[src/hdl/fbpa_pkg.sv]
// Shared types, codes and constants of the fixed block pool allocator.
package fbpa_pkg;

    localparam int QUEUE_DEPTH_DEF = 1024;
    localparam int ADDR_BITS_DEF   = 64;

    localparam int FREE_ADDR_W   = 64;
    localparam int BLOCK_ADDR_W  = 64;
    localparam int STATUS_W      = 2;
    localparam int FREE_BLOCKS_W = 11;
    localparam int BLK_BYTES_W   = 32;
    localparam int BLOCK_COUNT_W = 11;
    localparam int POOL_BASE_W   = 64;

    localparam int CFG_DATA_W = 64;
    localparam int CFG_ADDR_W = 5;
    localparam int REG_LSB    = 3;
    localparam int REG_IDX_W  = 2;

    localparam int S_TDATA_W = 64;
    localparam int S_TUSER_W = 1;
    localparam int M_TDATA_W = 80;
    localparam int M_TUSER_W = 2;

    typedef enum logic [REG_IDX_W-1:0] {
        REG_POOL_BASE   = 2'd0,
        REG_BLK_BYTES   = 2'd1,
        REG_BLOCK_COUNT = 2'd2
    } reg_idx_t;

    typedef enum logic {
        CMD_ALLOC = 1'b0,
        CMD_FREE  = 1'b1
    } cmd_t;

    typedef enum logic [STATUS_W-1:0] {
        STATUS_DONE  = 2'd0,
        STATUS_EMPTY = 2'd1,
        STATUS_FULL  = 2'd2
    } status_t;

    typedef enum logic [1:0] {
        SRC_ZERO = 2'd0,
        SRC_POOL = 2'd1,
        SRC_MEM  = 2'd2
    } src_t;

    typedef struct packed {
        logic [POOL_BASE_W-1:0]   pool_base;
        logic [BLK_BYTES_W-1:0]   blk_bytes;
        logic [BLOCK_COUNT_W-1:0] block_count;
        logic                     rebuild;
    } cfg_t;

endpackage

[src/hdl/fbpa_cfg.sv]
// Configuration register file with an APB-style write and read port.
module fbpa_cfg (
    input  logic                                aclk,
    input  logic                                aresetn,
    input  logic                                psel,
    input  logic                                penable,
    input  logic                                pwrite,
    input  logic [fbpa_pkg::CFG_ADDR_W-1:0]     paddr,
    input  logic [fbpa_pkg::CFG_DATA_W-1:0]     pwdata,
    output logic [fbpa_pkg::CFG_DATA_W-1:0]     prdata,
    output fbpa_pkg::cfg_t                      cfg
);

    logic [fbpa_pkg::POOL_BASE_W-1:0]   pool_base_reg;
    logic [fbpa_pkg::BLK_BYTES_W-1:0]   blk_bytes_reg;
    logic [fbpa_pkg::BLOCK_COUNT_W-1:0] block_count_reg;
    logic                               rebuild_reg;
    logic                               wr_en;
    fbpa_pkg::reg_idx_t                 idx;

    assign wr_en = psel && penable && pwrite;
    assign idx   = fbpa_pkg::reg_idx_t'(paddr[fbpa_pkg::CFG_ADDR_W-1:fbpa_pkg::REG_LSB]);

    always_ff @(posedge aclk) begin
        if (!aresetn) begin
            pool_base_reg   <= '0;
            blk_bytes_reg   <= fbpa_pkg::BLK_BYTES_W'(4096);
            block_count_reg <= '0;
            rebuild_reg     <= 1'b0;
        end else begin
            rebuild_reg <= 1'b0;
            if (wr_en) begin
                unique case (idx)
                    fbpa_pkg::REG_POOL_BASE: begin
                        pool_base_reg <= pwdata;
                        rebuild_reg   <= 1'b1;
                    end
                    fbpa_pkg::REG_BLK_BYTES: begin
                        blk_bytes_reg <= pwdata[fbpa_pkg::BLK_BYTES_W-1:0];
                        rebuild_reg   <= 1'b1;
                    end
                    fbpa_pkg::REG_BLOCK_COUNT: begin
                        block_count_reg <= pwdata[fbpa_pkg::BLOCK_COUNT_W-1:0];
                        rebuild_reg     <= 1'b1;
                    end
                    default: begin
                    end
                endcase
            end
        end
    end

    always_comb begin
        unique case (idx)
            fbpa_pkg::REG_POOL_BASE:   prdata = pool_base_reg;
            fbpa_pkg::REG_BLK_BYTES:   prdata = fbpa_pkg::CFG_DATA_W'(blk_bytes_reg);
            fbpa_pkg::REG_BLOCK_COUNT: prdata = fbpa_pkg::CFG_DATA_W'(block_count_reg);
            default:                   prdata = '0;
        endcase
    end

    assign cfg.pool_base   = pool_base_reg;
    assign cfg.blk_bytes   = blk_bytes_reg;
    assign cfg.block_count = block_count_reg;
    assign cfg.rebuild     = rebuild_reg;

endmodule

[config.mk]
export PLATFORM = sky130hd
export DESIGN_NAME = fbpa_cfg
export DESIGN_NICKNAME = d
export VERILOG_FILES = /design/src/hdl/fbpa_pkg.sv /design/src/hdl/fbpa_cfg.sv
export SDC_FILE = /design/constraint.sdc
export NUM_CORES = 1
export LEC_CHECK = 0
export BUFFER_PORTS_ARGS = -buffer_cell sky130_fd_sc_hd__buf_4
export CAP_MARGIN = 40
export CORE_UTILIZATION = 50
export DETAILED_ROUTE_END_ITERATION = 10
export GPL_ROUTABILITY_DRIVEN = 1
export GPL_TIMING_DRIVEN = 0
export PLACE_DENSITY = 0.85
export SLEW_MARGIN = 20
export SYNTH_ARGS = -nofsm -noshare
export SYNTH_HDL_FRONTEND = slang
export SYNTH_SLANG_ARGS = --single-unit
[constraint.sdc]
create_clock -name aclk -period 1.77 [get_ports aclk]
set_input_delay 0.177 -clock aclk [delete_from_list [all_inputs] [get_ports aclk]]
set_output_delay 0.177 -clock aclk [all_outputs]
set_load 0.05 [all_outputs]
==> metrics.md, run 1 <==
| Metric | Value |
|---|---|
| Routed WL | `15.6 mm` |
| CTS sink count | `about 110` |
| GRT Residual Overflow | `0` |
| RD Place Congestion | `0.802` |
| Share of cells above drive strength 1 | `0.353` |
| Synth Area per Inst | `approximately 9 sq um` |
| Critical Path Source Type | `primary input` |
| Max-slew violation count | `0` |
| Clk buf depth | `2` |
| Status | `completed` |
| H-tree depth | `3` |
| Die Ht | `roughly 100 um` |
| Finished Core Util | `0.740` |
| Post-layout net count | `873` |
| Period Utilization, post-route | `0.927` |
| DRC | `0` |
| Power, Total | `slightly below 5 mW` |
| Max Cap Viol | `0` |
| Final setup viols | `0` |
| Final HPWL DP | `between 10 and 15 mm` |
| Post-synth top area share | `0.429` |
| Seq/Total Area, Yosys | `0.429` |
| Yosys top cell by area | `dfxtp_1` |
| Final setup TNS | `0 ps` |
| Most instantiated cells after synthesis | `183 x nand2_1, 139 x mux2i_1, 108 x dfxtp_1` |
| Crit path DAT | `1460 ps` |
| Cell Count, Final, Fillers Out | `between 900 and 1000` |
| Yosys warns | `0` |
| Data required, critical path | `between 1500 and 2000 ps` |
| Setup CP Type | `in2out` |
| Routed vias/inst | `5.16` |
| Worst VDD drop | `just under 0.0005 V` |
| CTS tree | `yes` |
| Power Density | `about 670 nW/um^2` |
| Top Ports | `around 250` |
| CTS Buf Count | `9` |
| RSZ-0062 raised after global routing | `false` |
| Pre-CTS setup slack | `between 90 and 100 ps` |
| Crit-path max FO | `10` |
| Slew HR | `0.605` |
| Syn Inst Count | `~550` |
| Port Buffer Count | `241` |
| Drt pass-1 iters | `5` |
| Diodes inserted | `0` |
| Root buffer cell | `clkbuf_8` |
| Initial antenna violation count | `0` |
| EDFF count, synth | `0` |
| Worst skew pair latency | `360 ps` |
| Area of the core | `just under 10000 sq um` |
| Hold Vio Cnt, Final | `0` |
| Cell with the most instances after synthesis | `nand2_1` |
| Final setup margin | `about 130 ps` |
| Distinct cell type count after synthesis | `19` |
| Placed cell count | `between 900 and 1000` |
| Full die area | `around 10000 sq um` |
| Synth top area cells | `dfxtp_1 43%, mux2i_1 28%, nand2_1 14%, and2_1 4.0%, buf_12 3.6%` |
| #FFs+latches synth | `around 110` |
| LEAKAGE | `approximately 3.2 nW` |
| Crit end category | `primary output` |
| Number of flip-flops in the largest register | `64` |
| Largest net degree at the start of global routing | `18` |
| Ys flop type | `dfxtp_1` |
| Fmax | `just over 600 MHz` |
| Die W | `102 um` |
| ANT nets after route | `0` |
| Hold crit path type | `in2reg` |
| Initial Util | `0.515` |
| Drt wl/cell | `16.7 um` |
| Vias in the first global route | `between 4000 and 5000` |
| Netlist Area Pre-Place | `about 5000 sq um` |
| GRT Total Usage | `0.294` |
| Number of DRC markers after the initial detailed-route iteration | `150` |
| Worst clock skew | `0 ps` |
| Post-Syn Nets | `621` |
| Cell row count | `36` |
| Hold-fix buffers at CTS | `0` |
| Minimum clock period after layout | `1640 ps` |
| Worst slew pin tran | `between 500 and 600 ps` |
| Async SR Flop Fraction | `0` |
| Area delta synth->final | `43.7%` |
| Clock-pin slew on the worst setup and hold paths | `about 100 ps` |
| Vias | `4836` |
| First-pass GRT wire length | `23.4 mm` |
-- path summary, 6_finish.rpt --
check	startpoint	end	slack, ps	depth (start not counted)
max	paddr[4]	prdata[42]	130	6
min	pwdata[58]	pool_base_reg[58]$_SDFFE_PN0P_	60	3
max reg2reg	blk_bytes_reg[29]$_SDFFE_PN0P_	blk_bytes_reg[29]$_SDFFE_PN0P_	1030	2
min reg2reg	pool_base_reg[13]$_SDFFE_PN0P_	pool_base_reg[13]$_SDFFE_PN0P_	470	2
-- layout by cell type, fill, tap and decap left out --
master / instances
clkinv_2: 2
dfxtp_1: 108
clkbuf_8: 10
bufinv_16: 2
buf_1: 2
mux2i_1: 139
nor3b_2: 1
and2_1: 32
nand2_1: 183
nor2b_1: 3
clkinvlp_4: 1
buf_12: 9
o21ai_1: 11
buf_4: 246
nor3_4: 1
nor3b_4: 1
nor2_2: 1
buf_6: 3
inv_6: 1
buf_2: 4
buf_8: 1
nor2_1: 22
clkbuf_1: 20
nand3_4: 1
-- through the flow --
step / hold WS, ps / cell area (sq um)
after CTS: 48.6 / 7240
after global routing: 54.1 / 7240
final: 61.0 / 7240
after floorplan: 319 / 5040
after global placement: 435 / 7010
after detailed placement: 447 / 7010
-- timing repair --
item,CTS,global route
buffers inserted,0,0
setup endpoints to repair,0,1
resized for setup,0,1
-- worst max-delay path, cell delays in order --
cell and delay (ps):
buf_4 120, buf_4 180, nor2_2 180, clkbuf_1 380, and2_1 220, buf_4 200
-- area by class of cell --
cell class                 instances  area, sq um
sequential                       108         2160
clock inverter                     6         86.3
timing repair buffer             241         1810
multi-input combinational        395         2510
buffer                            44          369
clock buffer                      10          138
tap                              133          166
fill                             708         2540
-- layer usage --
metal	track usage	share of wire
met3	0.0575	0.071
met1	0.326	0.39
met4	0.134	0.023
met2	0.542	0.52
met5	0	0
-- power by group --
part / internal (mW) / total (mW) / switching, mW / leakage (nW)
registers: 2.46 / 2.49 / 0.0267 / 0.872
clock network: 0.837 / 1.69 / 0.855 / 0.113
logic: 0.256 / 0.664 / 0.408 / 2.24
total: 3.55 / 4.84 / 1.29 / 3.22
-- kinds of logic after synthesis --
logic type | Yosys count | share of synthesized area
mux | 139 | 0.276
flops | 108 | 0.429
simple gates | 245 | 0.210
buf+inv | 44 | 0.0733
compound gates | 11 | 0.0109
(Power assumes the default switching activity.)
==> inputs of run 2 (changes only) <==
--- a/config.mk
+++ b/config.mk
@@ -7,11 +7,12 @@
 export LEC_CHECK = 0
 export BUFFER_PORTS_ARGS = -buffer_cell sky130_fd_sc_hd__buf_4
 export CAP_MARGIN = 40
-export CORE_UTILIZATION = 50
+export CORE_UTILIZATION = 51
+export CTS_BUF_LIST = sky130_fd_sc_hd__clkbuf_4 sky130_fd_sc_hd__clkbuf_8
 export DETAILED_ROUTE_END_ITERATION = 10
 export GPL_ROUTABILITY_DRIVEN = 1
 export GPL_TIMING_DRIVEN = 0
-export PLACE_DENSITY = 0.85
+export PLACE_DENSITY = 0.86
 export SLEW_MARGIN = 20
 export SYNTH_ARGS = -nofsm -noshare
 export SYNTH_HDL_FRONTEND = slang
==> run 2 against run 1 <==
  * Sequential share of layout area grew 0.12 points
  * Critical path type unchanged
  * Global-route usage grew 0.59 points
  * Utilization grew 2.5 points
  * Maximum frequency grew 1.1%
  * Largest power group unchanged
  * Non-clock buffer count is the same
  * Sequential cell count is the same
  * Total power shrank 3.1%
  * Die area shrank 1.9%
==> metrics.md, run 2 (synthesis gave the netlist of run 1 again) <==
| Metric | Value |
|---|---|
| GRT Residual Overflow | `0 (unchanged)` |
| Fillers | `680 (was 708)` |
| Clk network pwr share | `0.329 (was 0.349)` |
| Multi-input logic area | `2510 sq um (unchanged)` |
| RSZ-0062 raised after global routing | `false (unchanged)` |
| Sw frac | `0.274 (was 0.266)` |
| Reg power frac | `0.530 (was 0.514)` |
| Drt pass-1 iters | `4 (was 5)` |
| Data required, critical path | `1590 ps (about the same)` |
| H-tree depth | `3 (unchanged)` |
| Largest net degree at the start of global routing | `18 (unchanged)` |
| Most frequent cells in the layout | `246 x buf_4, 183 x nand2_1, 139 x mux2i_1 (unchanged)` |
| Final setup viols | `0 (unchanged)` |
| Minimum clock period after layout | `1620 ps (was 1640 ps)` |
| Number of DRC markers after the initial detailed-route iteration | `143 (was 150)` |
| CTS tree | `yes (unchanged)` |
| Fmax | `616 MHz (was 609 MHz)` |
| Vias in the first global route | `4840 (was 4798)` |
| Crit path DAT | `1450 ps (was 1460 ps)` |
| CTS Buf Count | `9 (unchanged)` |
| Top Ports | `246 (unchanged)` |
| Register area | `2160 sq um (unchanged)` |
| Full die area | `10300 sq um (was 10500 sq um)` |
| Slew HR | `0.609 (was 0.605)` |
| Power Density | `651 nW/um^2 (was 669 nW/um^2)` |
| Critical Path Source Type | `primary input (unchanged)` |
| Clock-pin slew on the worst setup and hold paths | `100 ps (about the same)` |
| Die W | `101 um (was 102 um)` |
| Crit end category | `primary output (unchanged)` |
| First-pass GRT wire length | `23.8 mm (was 23.4 mm)` |
| DRC | `0 (unchanged)` |
| Status | `completed (unchanged)` |
| Area of the core | `9420 sq um (was 9770 sq um)` |
| Share of cells above drive strength 1 | `0.353 (unchanged)` |
| Sw power | `1.29 mW (about the same)` |
| LEAKAGE | `3.20 nW (was 3.22 nW)` |
| Max Cap Viol | `0 (unchanged)` |
| CTS sink count | `108 (unchanged)` |
| Root buffer cell | `clkbuf_8 (unchanged)` |
| Vias | `4798 (was 4836)` |
| Max-slew violation count | `0 (unchanged)` |
| Post-CTS Setup Bufs | `0 (unchanged)` |
| Cell row count | `35 (was 36)` |
| Setup CP Type | `in2out (unchanged)` |
| Crit-path max FO | `10 (unchanged)` |
| Worst VDD drop | `0.000425 V (was 0.000482 V)` |
| ANT nets after route | `0 (unchanged)` |
| Combinational cell fraction of total power | `0.141 (was 0.137)` |
| Final setup TNS | `0 ps (unchanged)` |
| Final HPWL DP | `11.8 mm (was 11.9 mm)` |
| Leading cell type in the layout, fill and taps excluded | `buf_4 (unchanged)` |
| Hold-fix buffers at CTS | `0 (unchanged)` |
| Diodes inserted | `0 (unchanged)` |
| Clk buf depth | `2 (unchanged)` |
| Placed cell count | `917 (was 921)` |
| Internal power | `3.41 mW (was 3.55 mW)` |
| Port Buffer Count | `241 (unchanged)` |
| Drt wl/cell | `16.6 um (was 16.7 um)` |
| Worst clock skew | `0 ps (unchanged)` |
| Resize count post-CTS | `0 (unchanged)` |
| GRT Total Usage | `0.300 (was 0.294)` |
| Routed vias/inst | `5.14 (was 5.16)` |
| Number of flip-flops in the largest register | `64 (unchanged)` |
| Die Ht | `101 um (was 102 um)` |
| Worst slew pin tran | `587 ps (was 592 ps)` |
| Hold crit path type | `in2reg (unchanged)` |
| Hold Vio Cnt, Final | `0 (unchanged)` |
| Initial Util | `0.535 (was 0.515)` |
| Post-layout net count | `873 (unchanged)` |
| Cell Count, Final, Fillers Out | `933 (was 937)` |
| Area delta synth->final | `43.1% (was 43.7%)` |
| Worst skew pair latency | `360 ps (about the same)` |
| Period Utilization, post-route | `0.917 (was 0.927)` |
| Routed WL | `15.5 mm (was 15.6 mm)` |
| Initial antenna violation count | `0 (unchanged)` |
| RD Place Congestion | `0.850 (was 0.802)` |
## run 2: cell count changes in the layout (fill, tap and decap cells not counted)
cell and change:
clkbuf_4 +2, clkinv_2 -2, clkinvlp_4 +2, buf_1 -1, bufinv_16 -1, clkbuf_1 +1
clkbuf_8 -1
## run 2: per-stage QoR
stage / hold slack [ps] / cell area, sq um / worst slack, ps / power [mW] / util
after floorplan: 319 / 5040 / 92.5 / 2.93 / -
after global placement: 435 / 7010 / 140 / 3.19 / 0.744
after detailed placement: 442 / 7010 / 124 / 3.20 / 0.744
after CTS: 46.5 / 7210 / 120 / 4.70 / 0.766
after global routing: 58.7 / 7210 / 33.3 / 4.83 / 0.766
final: 55.9 / 7210 / 147 / 4.69 / 0.766
## run 2: power groups by stage
stage	clock, mW	sequential [mW]	combinational, mW
finish	1.54	2.49	0.663
global route	1.64	2.49	0.702
CTS	1.55	2.49	0.664
detailed placement	0	2.54	0.662
global placement	0	2.54	0.650
floorplan	0	2.65	0.282
## run 2: layout make-up
cell class | count | share of cell area
buffer | 44 | 0.0512
clock inverter | 5 | 0.00851
sequential | 108 | 0.300
timing repair buffer | 241 | 0.251
clock buffer | 11 | 0.0193
tap | 129 | 0.0224
multi-input combinational | 395 | 0.348
## run 2: final timing paths
check	startpoint	end	slack, ps	cells after the start
max	paddr[4]	prdata[55]	150	6
min	pwdata[43]	pool_base_reg[43]$_SDFFE_PN0P_	60	3
min reg2reg	blk_bytes_reg[5]$_SDFFE_PN0P_	blk_bytes_reg[5]$_SDFFE_PN0P_	480	2
max reg2reg	pool_base_reg[38]$_SDFFE_PN0P_	pool_base_reg[38]$_SDFFE_PN0P_	1080	2
## run 2: routing by layer
metal	track usage	share of wire	up-vias
met5	0	0	-
met4	0.149	0.031	0
met3	0.0552	0.062	39
met2	0.538	0.51	206
met1	0.342	0.40	2272
li1	-	-	2281
## run 2: critical path, cell delays in order
cell and delay, ps:
buf_4 120, buf_4 170, nor2_2 170, clkbuf_1 400, and2_1 200, buf_4 190
